## src/hdl/catmull_rom_path_sampler_unit_defines.svh

```systemverilog
// Assertion helpers for the sampler RTL.
`ifndef CATMULL_ROM_PATH_SAMPLER_UNIT_DEFINES_SVH
`define CATMULL_ROM_PATH_SAMPLER_UNIT_DEFINES_SVH

// Clocked check, off while reset is active.
`define CRPS_ASSERT(lbl, clk, rstn, prop, msg) \
	lbl: assert property (@(posedge clk) disable iff (!rstn) prop) else $error(msg);

// Clocked check that also holds during reset.
`define CRPS_ASSERT_ALWAYS(lbl, clk, prop, msg) \
	lbl: assert property (@(posedge clk) prop) else $error(msg);

`endif

```

## src/hdl/crps_lane.sv

```systemverilog
// One tap lane: scale the x and y of one anchor by the basis weight of the
// current sample.
module crps_lane #(
	parameter int CW = 24,
	parameter int WW = 17
) (
	input  logic                     clk,
	input  logic                     en,
	input  logic signed [CW-1:0]     anchor_x,
	input  logic signed [CW-1:0]     anchor_y,
	input  logic signed [WW-1:0]     weight,
	output logic signed [CW+WW-1:0]  prod_x_s1,
	output logic signed [CW+WW-1:0]  prod_y_s1
);

	always_ff @(posedge clk) begin
		if (en) begin
			prod_x_s1 <= (CW+WW)'(anchor_x) * (CW+WW)'(weight);
			prod_y_s1 <= (CW+WW)'(anchor_y) * (CW+WW)'(weight);
		end
	end

endmodule

```

## config.mk

```make
export PLATFORM = sky130hd
export DESIGN_NAME = crps_lane
export DESIGN_NICKNAME = d
export VERILOG_FILES = /design/src/hdl/catmull_rom_path_sampler_unit_defines.svh /design/src/hdl/crps_lane.sv
export SDC_FILE = /design/constraint.sdc
export NUM_CORES = 2
export LEC_CHECK = 0
export BUFFER_PORTS_ARGS = -buffer_cell sky130_fd_sc_hd__buf_2
export CAP_MARGIN = 15
export CELL_PAD_IN_SITES_DETAIL_PLACEMENT = 0
export CELL_PAD_IN_SITES_GLOBAL_PLACEMENT = 1
export CORE_ASPECT_RATIO = 1.4
export CORE_MARGIN = 4
export CORE_UTILIZATION = 51
export DETAILED_ROUTE_END_ITERATION = 6
export PLACE_DENSITY = 0.95
export SLEW_MARGIN = 20
export SYNTH_ARGS = -nofsm -noshare
export SYNTH_HDL_FRONTEND = slang
export SYNTH_SLANG_ARGS = --single-unit
```

## constraint.sdc

```tcl
create_clock -name clk -period 8.6 [get_ports clk]
set_clock_uncertainty 0.15 [all_clocks]
set_input_delay 1.72 -clock clk [delete_from_list [all_inputs] [get_ports clk]]
set_output_delay 1.72 -clock clk [all_outputs]
set_load 0.03 [all_outputs]
```

==> run metrics <==
status=complete, no violations; EDFF count, synth=82; critical path, cell by cell=buf_2 -> nand2_1 -> fa_1 -> fa_1 -> fa_1 -> fa_1 -> inv_1 -> fa_1 -> inv_1 -> fa_1 -> inv_1 -> ha_1 -> a21oi_1 -> o21bai_1 -> a21oi_1 -> a2bb2oi_1 -> nor4_1 -> nor3_1 -> buf_4 -> a21oi_1 -> a21o_1 -> a211oi_1 -> nor3_1; NumNets Final=4502; WHS Path Cells=1; Syn Area/Cell=9.46 um2; final period utilization=95.4%; Synth area leader=fa_1; RSZ-0062 raised after global routing=false; Max Freq=122 MHz; Crit Path Max Fanout=35; first-pass GRT wire length=124 mm; # clock sinks=82; port buffer count=148; fraction of registers with async set/reset=0%; gpl congestion=0.872; HP Class=primary input to flip-flop; CP required=8.59 ns; Yosys reg bits=82; Setup TNS Final=0 ns; # rows=107; Initial Utilization=51.7%; Synth Cell Area=31500 um2; final hold violation count=0; vias in the first global route=25100; CP delay by family, top=adder cells; Max-Cap Viols=0; drt drc=0; final WL=73.7 mm; Fill cells=5495; Slew headroom=40.7%; CTS tree=done; Bufs and invs on worst path=5; crit path time final=8.21 ns; Worst Hold End=prod_x_s1[11]; Die Wd=218 um; Worst-path clk slew=0.07 ns; remaining antenna violation count after routing=0; top-area cell type share of the netlist area=50.9%; Die Y=302 um; Crit path top cell by count=fa_1; CTS buffer count=9; Mapped Cells=3332; post-synthesis sequential area ratio=7.81%; Yosys warning count=0; post_cts resized=0; Avg WL per Cell=17.3 um; hold-fix buffer count after cts=0; H-tree Lvls=3; gr usage total=23.9%; share of post-route cells with drive strength above 1=7.82%; total gr overflow=0; critical path type=primary input to flip-flop; via-per-instance ratio=5.26; highest cell delay on the worst timing path=0.63 ns; most frequent cells after synthesis=inv_1 (861), fa_1 (802), nand2_1 (448); Arr. time, crit path=8.20 ns; Die Area=65900 um2; postcts setup bufs=0; Syn Nets=4399; Final setup viols=0; largest net degree at the start of global routing=53; post-DP HPWL=60.6 mm; crit end category=flip-flop; CTS max path bufs=2; root buf cell=clkbuf_16; initial antenna violation count=10; max-slew violation count=0; predominant post-synthesis flop cell=edfxtp_1; Hold Startpoint=en; Netlist cell types=71; num ports=149; CP max-delay cell=buf_2; Worst Setup Start Kind=primary input; Via Count=22400; Worst Max-Slew Pin Slew=0.889 ns; DR iter-0 viols=1147; area grow syn2layout=7.22%; first drt pass iteration count=5; top-count cell post-synth=inv_1; Core ar.=61000 um2; Synth area leaders=fa_1 (51%), inv_1 (10%), ha_1 (7.9%)
final cells by class:
class	instances	area, um2	share of cell area, %
antenna	7	17.5	0.0518
tap	817	1020	3.02
clock buffer	10	229	0.677
inverter	862	3240	9.57
sequential	82	2460	7.28
clock inverter	6	66.3	0.196
multi-input combinational	2249	25300	74.9
timing repair buffer	231	1470	4.34
flip-flops by register name, indices dropped and copies added, names as in the netlist:
name       flops
prod_y_s1     41
prod_x_s1     41
cell usage in the layout, fill, tap and decap left out, drive strengths merged, types with 14 or more instances in the layout:
| master | instances |
|---|---|
| inv | 863 |
| fa | 802 |
| nand2 | 448 |
| and2 | 353 |
| buf | 231 |
| ha | 198 |
| nor2 | 83 |
| edfxtp | 82 |
| a21oi | 64 |
| xnor2 | 62 |
| o21ai | 36 |
| nand2b | 20 |
| a21o | 20 |
| nand3 | 17 |
| xor2 | 15 |
| nor3 | 15 |
| o21bai | 14 |
through the flow:
stage | worst slack, ns | hold WS (ns) | cells | area, um2 | utilization [%]
floorplan | 0.618 | 1.68 | 3332 | 31500 | -
global placement | 0.191 | 2.05 | 4241 | 33500 | 54.9
detailed placement | 0.0811 | 2.05 | 4241 | 33500 | 54.9
CTS | 0.531 | 1.62 | 4257 | 33800 | 55.4
global route | 0.135 | 1.64 | 4261 | 33800 | 55.4
finish | 0.392 | 1.64 | 4264 | 33800 | 55.4
routing by layer:
| metal | GRT usage, % | part of all wire [%] | up-vias |
|---|---|---|---|
| met5 | 0 | 0.056 | - |
| met4 | 10.7 | 4.4 | 6 |
| met3 | 3.15 | 4.9 | 191 |
| met2 | 44.4 | 56 | 673 |
| met1 | 27.3 | 35 | 11700 |
| li1 | - | - | 9862 |
worst max-delay path by stage:
stage          startpoint             to  slack (ns)  depth (start not counted)
2_1_floorplan   weight[2]  prod_x_s1[39]        0.62                         25
3_3_place_gp    weight[2]  prod_y_s1[40]        0.19                         22
3_5_place_dp    weight[3]  prod_x_s1[39]        0.08                         23
4_1_cts         weight[3]  prod_x_s1[39]        0.53                         23
5_1_grt         weight[3]  prod_y_s1[40]        0.13                         22
6_report        weight[3]  prod_y_s1[35]        0.39                         23
logic make-up (layout without fill, tap and decap cells):
| family | count (synthesis) | count (layout) | share of synthesized area (%) |
|---|---|---|---|
| adders and majority gates | 1000 | 1000 | 58.8 |
| DFF | 82 | 82 | 7.81 |
| AOI/OAI and AO/OA | 199 | 199 | 4.31 |
| and+or+nand+nor | 972 | 972 | 15.0 |
| xor gates and xnor gates | 77 | 77 | 2.14 |
| muxes | 1 | 1 | 0.0317 |
| other | 0 | 7 | 0 |
| buffers and inverters | 1001 | 1109 | 11.9 |
Power is left out: the tool's default activity adds up to more than one toggle a clock period on the data nets, which glitch-free logic cannot reach.
