<file path="src/hdl/catmull_rom_path_sampler_unit_defines.svh">
// Assertion helpers for the sampler RTL.
`ifndef CATMULL_ROM_PATH_SAMPLER_UNIT_DEFINES_SVH
`define CATMULL_ROM_PATH_SAMPLER_UNIT_DEFINES_SVH

// Clocked check, off while reset is active.
`define CRPS_ASSERT(lbl, clk, rstn, prop, msg) \
	lbl: assert property (@(posedge clk) disable iff (!rstn) prop) else $error(msg);

// Clocked check that also holds during reset.
`define CRPS_ASSERT_ALWAYS(lbl, clk, prop, msg) \
	lbl: assert property (@(posedge clk) prop) else $error(msg);

`endif

</file>
<file path="src/hdl/crps_pkg.sv">
package crps_pkg;

	// anchors that weigh into one curve point
	localparam int NUM_TAPS = 4;

	// width of the sample index field on the result channel
	localparam int SAMPLE_INDEX_W = 3;

endpackage

</file>
<file path="src/hdl/crps_merge.sv">
// Merge the tap products of one axis: sum, round half up, saturate.
module crps_merge #(
	parameter int CW  = 24,
	parameter int WW  = 17,
	parameter int WFB = 15
) (
	input  logic                     clk,
	input  logic                     en,
	input  logic signed [CW+WW-1:0]  prod [crps_pkg::NUM_TAPS],
	output logic signed [CW-1:0]     result_s2
);

	localparam int AW = CW + WW + 2;
	localparam logic signed [AW-1:0] Half = AW'(1) <<< (WFB - 1);
	localparam logic signed [CW-1:0] MaxV = {1'b0, {(CW-1){1'b1}}};
	localparam logic signed [CW-1:0] MinV = {1'b1, {(CW-1){1'b0}}};

	logic signed [AW-1:0] sum;
	logic signed [AW-1:0] rnd;
	logic                 in_range;
	logic signed [CW-1:0] sat;

	always_comb begin
		sum = Half;
		for (int i = 0; i < crps_pkg::NUM_TAPS; i++) begin
			sum = sum + AW'(prod[i]);
		end
		rnd = sum >>> WFB;
		// in range when every bit above the coordinate sign matches it
		in_range = (&rnd[AW-1:CW-1]) || !(|rnd[AW-1:CW-1]);
		if (in_range) begin
			sat = rnd[CW-1:0];
		end else if (rnd[AW-1]) begin
			sat = MinV;
		end else begin
			sat = MaxV;
		end
	end

	always_ff @(posedge clk) begin
		if (en) begin
			result_s2 <= sat;
		end
	end

endmodule

</file>
<file path="config.mk">
export PLATFORM = sky130hd
export DESIGN_NAME = crps_merge
export DESIGN_NICKNAME = d
export VERILOG_FILES = /design/src/hdl/catmull_rom_path_sampler_unit_defines.svh /design/src/hdl/crps_pkg.sv /design/src/hdl/crps_merge.sv
export SDC_FILE = /design/constraint.sdc
export NUM_CORES = 1
export LEC_CHECK = 0
export ABC_CLOCK_PERIOD_IN_PS = 11850
export BUFFER_PORTS_ARGS = -buffer_cell sky130_fd_sc_hd__buf_2
export CAP_MARGIN = 15
export CORE_ASPECT_RATIO = 1.25
export CORE_MARGIN = 8
export CORE_UTILIZATION = 50
export CTS_CLUSTER_SIZE = 16
export DETAILED_ROUTE_END_ITERATION = 10
export PLACE_DENSITY = 0.8
export SLEW_MARGIN = 20
export SYNTH_ARGS = -nofsm -noshare
export SYNTH_HDL_FRONTEND = slang
export SYNTH_SLANG_ARGS = --single-unit
</file>
<file path="constraint.sdc">
create_clock -name clk -period 11.85 [get_ports clk]
set_input_delay 2.37 -clock clk [delete_from_list [all_inputs] [get_ports clk]]
set_output_delay 2.37 -clock clk [all_outputs]
set_load 0.02 [all_outputs]
</file>
==> flow_summary.toml, run 1 <==
[finish]
largest-register = "result_s2"
final_common_cell = "buf_2"
drive_above_1_share = 0.263
layout.nets = 1082
reg.largest.list = "result_s2 x24"
layout_common_cells = "buf_2, inv_1, fa_1, ha_1, a21o_1"
num_antenna_cells = 0
area_growth_syn_to_layout_pct = 21.6
largest_reg_flops = 24

[timing]
slew_headroom = 0.354
hold_violations = 0
fin_crit_sh = 0.596
layout_min_cycle_time_ps = 7070
setup_viol = 0
finalMaxSlewViolations = 0
worst_pin_slew_ps = 969
max_freq_ghz = 0.142
finalSetupTns_ps = 0
rsz0062_at_grt = "false"
fin_ws_ps = 4780

[logic_synthesis]
syn_inst = 567
synth_edf_count = 24
synth_area_sq_mm = 0.00536
synth_seq_cells = 24
synth_cell_types = 49
avgSynthCellArea_sq_um = 9.45
synth_flop_cell = "edfxtp_1"
synth-seq-area-share = 0.134
yosys_warnings = 0
synth-async-reset-ratio = 0
synth_fp_nets = 894

[cts]
ctsHoldBuffers = 0
ctsHtreeMaxLevel = 1
clkTransAtPathRegs_ps = 60
cts_resized = 0
numCtsBuffers = 3
clock_path_buffers = 2
cts.sinks = 24
cts_post_setup_buffers_inserted = 0
clock-root-buffer = "clkbuf_16"
cts_tree = "done"

[global_route]
met1_usage = 0.220
grt_overflow = 0
grt_pass1_vias = 5244
grt_pass1_wl_mm = 22.9
grt_max_degree = 25
use_met3 = 0.0338
grt_busiest_layer = "met2"
grt_util_all_layers = 0.194
antenna_found_initial = 0
grt_util_met2 = 0.362

[die]
die_w_um = 109
initial_core_util = 0.510
die_area_sq_mm = 0.0143
core_area_sq_mm = 0.0105
io_pins = 190
die_h_um = 132
core.rowCount = 42

[placement]
place_congestion = 0.839
dp_slack_ps = 4480
dp_hpwl_mm = 12.3
io_buffers = 189

[worst_setup_path]
critPathMaxFanout = 23
slowest_delay_ps = 730
path_buf_inv = 3
cp_cell_sequence = "buf_2 > inv_1 > fa_1 > inv_1 > fa_1 > fa_1 > ha_1 > nand2_1 > or4_1 > o311a_1 > nand2_2 > o2111ai_1 > a21oi_2 > o31ai_1 > a311o_1 > a21oi_2 > a31o_1"
crit_cells = 17
crit_arrival_ps = 7190
endpoint_kind = "flip-flop"
critPathKind = "input pin to flip-flop"
cp_top_family = "compound AO/OA/AOI/OAI gates"
worst_setup_path_start_kind = "input pin"
crit_slowest_cell = "a21oi_2"
required_ps = 11970
path_common_cell = "fa_1"

[hold_path]
min_path_type = "input pin to flip-flop"
min_path_cells = 1

[drt]
firstDrtPassIters = 4
vias_per_cell = 5.09
routed_wl_mm = 13.5
wl_per_cell_um = 15.2
initialDrtViolationCount = 194
final_antenna_net_count = 0
vias = 4512
drc = 0

[pwr]
p_leak_nw = 3.76
peakVddDrop_uv = 105
powerDensity_mw_per_mm2 = 187

[status]
status = "completed"

[run]
max_cap_viol_count = 0
[worst paths after layout]
path,from,endpoint,slack [ps]
setup / recovery,prod[13],result_s2[22],4780
hold / removal,en,result_s2[19],2630
[kinds of logic after synthesis]
group	count (synthesis)	synth area share
and+or+nand+nor	73	0.0689
xor gates and xnor gates	25	0.0409
DFF	24	0.134
muxes	1	0.00187
adders and majority gates	161	0.491
buffers and inverters	170	0.121
AOI/OAI and AO/OA	113	0.142
[synthesized netlist by cell type, types with 7 or more instances]
library cell / count / area share
a21oi_1: 25 / 0.023
a21o_1: 37 / 0.052
nand2_1: 19 / 0.013
edfxtp_1: 24 / 0.13
fa_1: 82 / 0.31
nand3_1: 7 / 0.0065
xnor2_1: 13 / 0.021
inv_1: 164 / 0.11
ha_1: 79 / 0.18
o21ai_0: 17 / 0.016
nor2_1: 13 / 0.0091
xor2_1: 12 / 0.020
[metrics by stage]
stage                     power (mW)  hold WS (ps)  cell area (sq um)  utilization  instances
after floorplan                0.900          2480               5360            -        567
after global placement          1.12          2840               6440        0.613        882
after detailed placement        1.14          2830               6440        0.613        882
after CTS                       1.22          2630               6520        0.620        886
after global routing            1.35          2660               6520        0.620        886
final                           1.22          2630               6520        0.620        886
[area by class of cell]
class,count,area (sq um)
Fill cell,915,3990
Tap cell,132,165
Sequential cell,24,721
Clock buffer,3,75.1
Inverter,164,616
Timing Repair Buffer,189,946
Clock inverter,1,3.75
Multi-Input combinational cell,373,3990
[metal layers]
| metal | routed length, um | up-vias | part of all wire |
|---|---|---|---|
| met5 | 0 | - | 0 |
| met4 | 163 | 0 | 0.012 |
| met3 | 785 | 13 | 0.058 |
| met2 | 7250 | 153 | 0.54 |
| met1 | 5250 | 2140 | 0.39 |
| li1 | - | 2206 | - |
[report_power, final]
group / internal, mW / total, mW / switching [mW]
sequential: 0.176 / 0.195 / 0.0189
clock: 0.0451 / 0.0739 / 0.0288
combinational: 0.400 / 0.947 / 0.547
total: 0.621 / 1.22 / 0.595
Power figures use the tool's default switching activity.
==> run 2: changes to the inputs <==
--- a/config.mk
+++ b/config.mk
@@ -5,15 +5,15 @@
 export SDC_FILE = /design/constraint.sdc
 export NUM_CORES = 1
 export LEC_CHECK = 0
-export ABC_CLOCK_PERIOD_IN_PS = 11850
+export ABC_CLOCK_PERIOD_IN_PS = 6400
 export BUFFER_PORTS_ARGS = -buffer_cell sky130_fd_sc_hd__buf_2
 export CAP_MARGIN = 15
 export CORE_ASPECT_RATIO = 1.25
 export CORE_MARGIN = 8
-export CORE_UTILIZATION = 50
+export CORE_UTILIZATION = 47
 export CTS_CLUSTER_SIZE = 16
 export DETAILED_ROUTE_END_ITERATION = 10
-export PLACE_DENSITY = 0.8
+export PLACE_DENSITY = 0.79
 export SLEW_MARGIN = 20
 export SYNTH_ARGS = -nofsm -noshare
 export SYNTH_HDL_FRONTEND = slang
==> constraint.sdc (replaced) <==
create_clock -name clk -period 6.4 [get_ports clk]
set_input_delay 1.28 -clock clk [delete_from_list [all_inputs] [get_ports clk]]
set_output_delay 1.28 -clock clk [all_outputs]
set_load 0.02 [all_outputs]
==> run 2 against run 1 <==
Effect of this change: utilization is 3.1 points lower; routed wire length down 4.8%; critical path depth increased by 1; sequential power grew 82%; global-route usage decreased by 1.9 points; die area is 5.5% higher; via count about the same.
==> flow_summary.toml, run 2 (synthesis results as in run 1) <==
[status]
status = "completed"

[global_route]
antenna_found_initial = 0
grt_util_all_layers = 0.174
grt_max_degree = 25
grt_pass1_vias = 5108
grt_pass1_wl_mm = 22.0
grt_overflow = 0

[die]
core.rowCount = 43
core_area_sq_mm = 0.0111
die_area_sq_mm = 0.0151
initial_core_util = 0.481
die_w_um = 112
die_h_um = 135
io_pins = 190

[cts]
numCtsBuffers = 3
cts.sinks = 24
ctsHtreeMaxLevel = 1
cts_tree = "done"
cts_post_setup_buffers_inserted = 0
clock_path_buffers = 2
ctsHoldBuffers = 0
cts_resized = 0
clock-root-buffer = "clkbuf_16"
clkTransAtPathRegs_ps = 60

[pwr]
power_switching_mw = 1.10
seqPwrFrac = 0.154
p_comb_frac = 0.767
p_leak_nw = 3.78
p_clk_frac = 0.078
swShare = 0.478
powerDensity_mw_per_mm2 = 351
intPower_mw = 1.20
peakVddDrop_uv = 220

[finish]
final_common_cell = "buf_2"
n_fill_cell = 1012
layout_common_cells = "buf_2, inv_1, fa_1, ha_1, a21o_1"
largest-register = "result_s2"
fin_area_sq_mm = 0.00656
final_cell_count_no_fill = 891
num_antenna_cells = 0
drive_above_1_share = 0.266
layout.nets = 1084
area_growth_syn_to_layout_pct = 22.4
largest_reg_flops = 24
reg.largest.list = "result_s2 x24"

[worst_setup_path]
worst_setup_path_start_kind = "input pin"
crit_arrival_ps = 5810
critPathKind = "input pin to flip-flop"
critPathMaxFanout = 8
required_ps = 6530
slowest_delay_ps = 530
crit_slowest_cell = "fa_1"
cp_cell_sequence = "buf_2 > inv_1 > fa_1 > inv_1 > fa_1 > fa_1 > ha_1 > nand2_1 > or4_1 > o311a_1 > nand2_2 > o2111ai_1 > a21oi_2 > o31ai_1 > a311o_1 > a21oi_2 > buf_4 > a31o_1"
cp_top_family = "compound AO/OA/AOI/OAI gates"
path_common_cell = "fa_1"
endpoint_kind = "flip-flop"
path_buf_inv = 4

[timing]
fin_crit_sh = 0.888
layout_min_cycle_time_ps = 5680
finalMaxSlewViolations = 0
fin_ws_ps = 717
slew_headroom = 0.418
setup_viol = 0
finalSetupTns_ps = 0
whs_ps = 1530
worst_pin_slew_ps = 874
hold_violations = 0
max_freq_ghz = 0.176
rsz0062_at_grt = "false"

[drt]
vias_per_cell = 5.06
final_antenna_net_count = 0
wl_per_cell_um = 14.4
drc = 0
firstDrtPassIters = 4
vias = 4510
initialDrtViolationCount = 183
routed_wl_mm = 12.8

[hold_path]
min_path_type = "input pin to flip-flop"

[placement]
dp_slack_ps = 431
dp_hpwl_mm = 11.7
io_buffers = 189
place_congestion = 0.892
placedCellCount = 887
dpl-instance-area_sq_mm = 0.00646

[run]
max_cap_viol_count = 0
-- run 2: cell count changes in the layout (fill, tap and decap cells not counted), sizes merged --
cell    before  now
bufinv       0    1
clkinv       1    0
buf        189  191
-- run 2: final cells by class --
type,instances,area (sq um),share of cell area
Sequential cell,24,721,0.110
Inverter,164,616,0.0938
Clock inverter,1,30.0,0.00458
Tap cell,135,169,0.0257
Timing Repair Buffer,191,961,0.146
Clock buffer,3,75.1,0.0114
Multi-Input combinational cell,373,3990,0.608
-- run 2: final timing paths --
check	start	endpoint	slack (ps)	cells past startpoint
setup / recovery	prod[13]	result_s2[21]	720	18
hold / removal	en	result_s2[16]	1530	1
-- run 2: routing by layer --
metal,up-vias,GRT usage,share of wire
met5,-,0,0
met2,158,0.332,0.53
li1,2210,-,-
met4,0,0.0373,0.016
met3,19,0.0397,0.073
met1,2123,0.193,0.39
-- run 2: power by group through the flow --
stage	Sequential, mW	Combinational [mW]	Clock (mW)
after floorplan	0.457	1.21	0
after global placement	0.356	1.73	0
after detailed placement	0.351	1.77	0
after CTS	0.354	1.78	0.182
after global routing	0.360	2.00	0.185
final	0.354	1.77	0.180
-- run 2: per-stage QoR --
step                       util  total power [mW]
after floorplan               -              1.67
after detailed placement  0.580              2.12
after global placement    0.580              2.09
final                     0.589              2.30
after CTS                 0.589              2.32
after global routing      0.589              2.54
==> run 3: changes to the inputs <==
--- a/config.mk
+++ b/config.mk
@@ -5,7 +5,7 @@
 export SDC_FILE = /design/constraint.sdc
 export NUM_CORES = 1
 export LEC_CHECK = 0
-export ABC_CLOCK_PERIOD_IN_PS = 6400
+export ABC_CLOCK_PERIOD_IN_PS = 4800
 export BUFFER_PORTS_ARGS = -buffer_cell sky130_fd_sc_hd__buf_2
 export CAP_MARGIN = 15
 export CORE_ASPECT_RATIO = 1.25
==> constraint.sdc (replaced) <==
create_clock -name clk -period 4.8 [get_ports clk]
set_input_delay 0.96 -clock clk [delete_from_list [all_inputs] [get_ports clk]]
set_output_delay 0.96 -clock clk [all_outputs]
set_load 0.02 [all_outputs]
==> run 3 against run 2 <==
Effect of this change: non-clock buffer count increased by 59; clock power rose by 33%; largest power group unchanged; total power grew 57%; final cell count grew 6.6%; the run now ends with negative setup slack left; critical endpoint unchanged; cell area grew 9.3%.
==> flow_summary.toml, run 3 (synthesis results as in run 1) <==
[finish]
area_growth_syn_to_layout_pct = 33.8
drive_above_1_share = 0.339
layout.nets = 1143
layout_common_cells = "buf_2, inv_1, fa_1, ha_1, buf_4"
n_fill_cell = 943
largest_reg_flops = 24
num_antenna_cells = 0
fin_util = 0.644
reg.largest.list = "result_s2 x24"
final_common_cell = "buf_2"
largest-register = "result_s2"

[worst_setup_path]
crit_slowest_cell = "fa_1"
required_ps = 4820
endpoint_kind = "flip-flop"
critPathMaxFanout = 23
slowest_delay_ps = 550
critPathKind = "input pin to flip-flop"
cp_cell_sequence = "buf_2 > inv_1 > fa_1 > inv_1 > fa_1 > ha_1 > ha_1 > buf_4 > a21oi_2 > o21ai_1 > a211oi_2 > buf_4 > nand2_2 > o2111ai_4 > a21oi_4 > o31ai_1 > a311o_1 > o21ai_2 > buf_12 > a31o_1"
crit_path_end = "result_s2[21]"
worst_setup_path_start_kind = "input pin"
crit_start = "prod[9]"
crit_arrival_ps = 5020

[global_route]
antenna_found_initial = 0
grt_pass1_vias = 5655
grt_overflow = 0
grt_max_degree = 25
grt_util_all_layers = 0.191
grt_pass1_wl_mm = 24.2

[cts]
clkTransAtPathRegs_ps = 60
clock_path_buffers = 2
cts.sinks = 24
numCtsBuffers = 3
clock-root-buffer = "clkbuf_16"
ctsHtreeMaxLevel = 1
cts_tree = "done"
ctsHoldBuffers = 0

[timing]
max_freq_ghz = 0.200
fin_crit_sh = 1.04
slew_headroom = 0.641
setup_viol = 23
worst_pin_slew_ps = 538
rsz0062_at_grt = "true"
finalSetupTns_ps = -4180
finalMaxSlewViolations = 0
fin_ws_ps = -199
layout_min_cycle_time_ps = 5000
hold_violations = 0

[drt]
vias = 4799
routed_wl_mm = 13.9
initialDrtViolationCount = 208
wl_per_cell_um = 14.7
final_antenna_net_count = 0
vias_per_cell = 5.05
drc = 0
firstDrtPassIters = 4

[die]
die_w_um = 112
core.rowCount = 43
initial_core_util = 0.481
core_area_sq_mm = 0.0111
io_pins = 190
die_area_sq_mm = 0.0151
die_h_um = 135

[run]
max_cap_viol_count = 0

[placement]
io_buffers = 189
place_congestion = 0.844
dp_hpwl_mm = 12.5
dp_slack_ps = -457

[status]
violations = "negative setup slack"
status = "complete, but fails checks"

[pwr]
peakVddDrop_uv = 357
powerDensity_mw_per_mm2 = 503
p_leak_nw = 4.07

[hold_path]
min_path_type = "input pin to flip-flop"
hp-start = "en"
-- run 3: cell type report --
class | instances | area [sq um] | share of cell area
sequential | 24 | 721 | 0.101
inverter | 164 | 623 | 0.0869
timing repair buffer | 250 | 1440 | 0.201
multi-input combinational | 373 | 4110 | 0.574
tap | 135 | 169 | 0.0236
clock inverter | 1 | 30.0 | 0.00419
clock buffer | 3 | 75.1 | 0.0105
-- run 3: report_power, final --
part           switching [mW]  internal [mW]
Clock                  0.0735          0.166
Sequential             0.0467          0.435
Combinational            1.50           1.38
-- run 3: worst min path at each step --
| stage | to | cells past startpoint | slack [ps] |
|---|---|---|---|
| finish | result_s2[20] | 1 | 1220 |
| global route | result_s2[20] | 1 | 1250 |
| CTS | result_s2[20] | 1 | 1230 |
| detailed placement | result_s2[3] | 1 | 1420 |
| global placement | result_s2[3] | 1 | 1430 |
| floorplan | result_s2[0] | 0 | 1070 |
-- run 3: critical path, delay by kind of cell --
family          cells  cell delay [ps]
compound gates      9             1680
simple gates        1               70
buf+inv             6              670
fa+ha+maj           4             1630
-- run 3: stage by stage --
step / std cells / instance area [sq um] / total power [mW] / hold slack, ps
final: 950 / 7170 / 3.60 / 1220
after global routing: 950 / 7170 / 3.95 / 1250
after CTS: 950 / 7150 / 3.60 / 1230
after detailed placement: 944 / 6990 / 3.31 / 1420
after global placement: 944 / 6990 / 3.22 / 1430
after floorplan: 567 / 5460 / 2.30 / 1070
-- run 3: timing repair --
action                     in CTS  in global routing
buffers inserted                2                  0
pin swaps                       0                  1
setup endpoints to repair      23                 24
gates resized for setup         6                  4
-- run 3: per-layer routing --
layer  wire length [um]  vias up  track usage  part of all wire
met5                  0        -            0                 0
met4                206        0       0.0465             0.015
met3                808       19       0.0361             0.058
met2               7450      176        0.367              0.53
met1               5480     2272        0.210              0.39
li1                   -     2332            -                 -
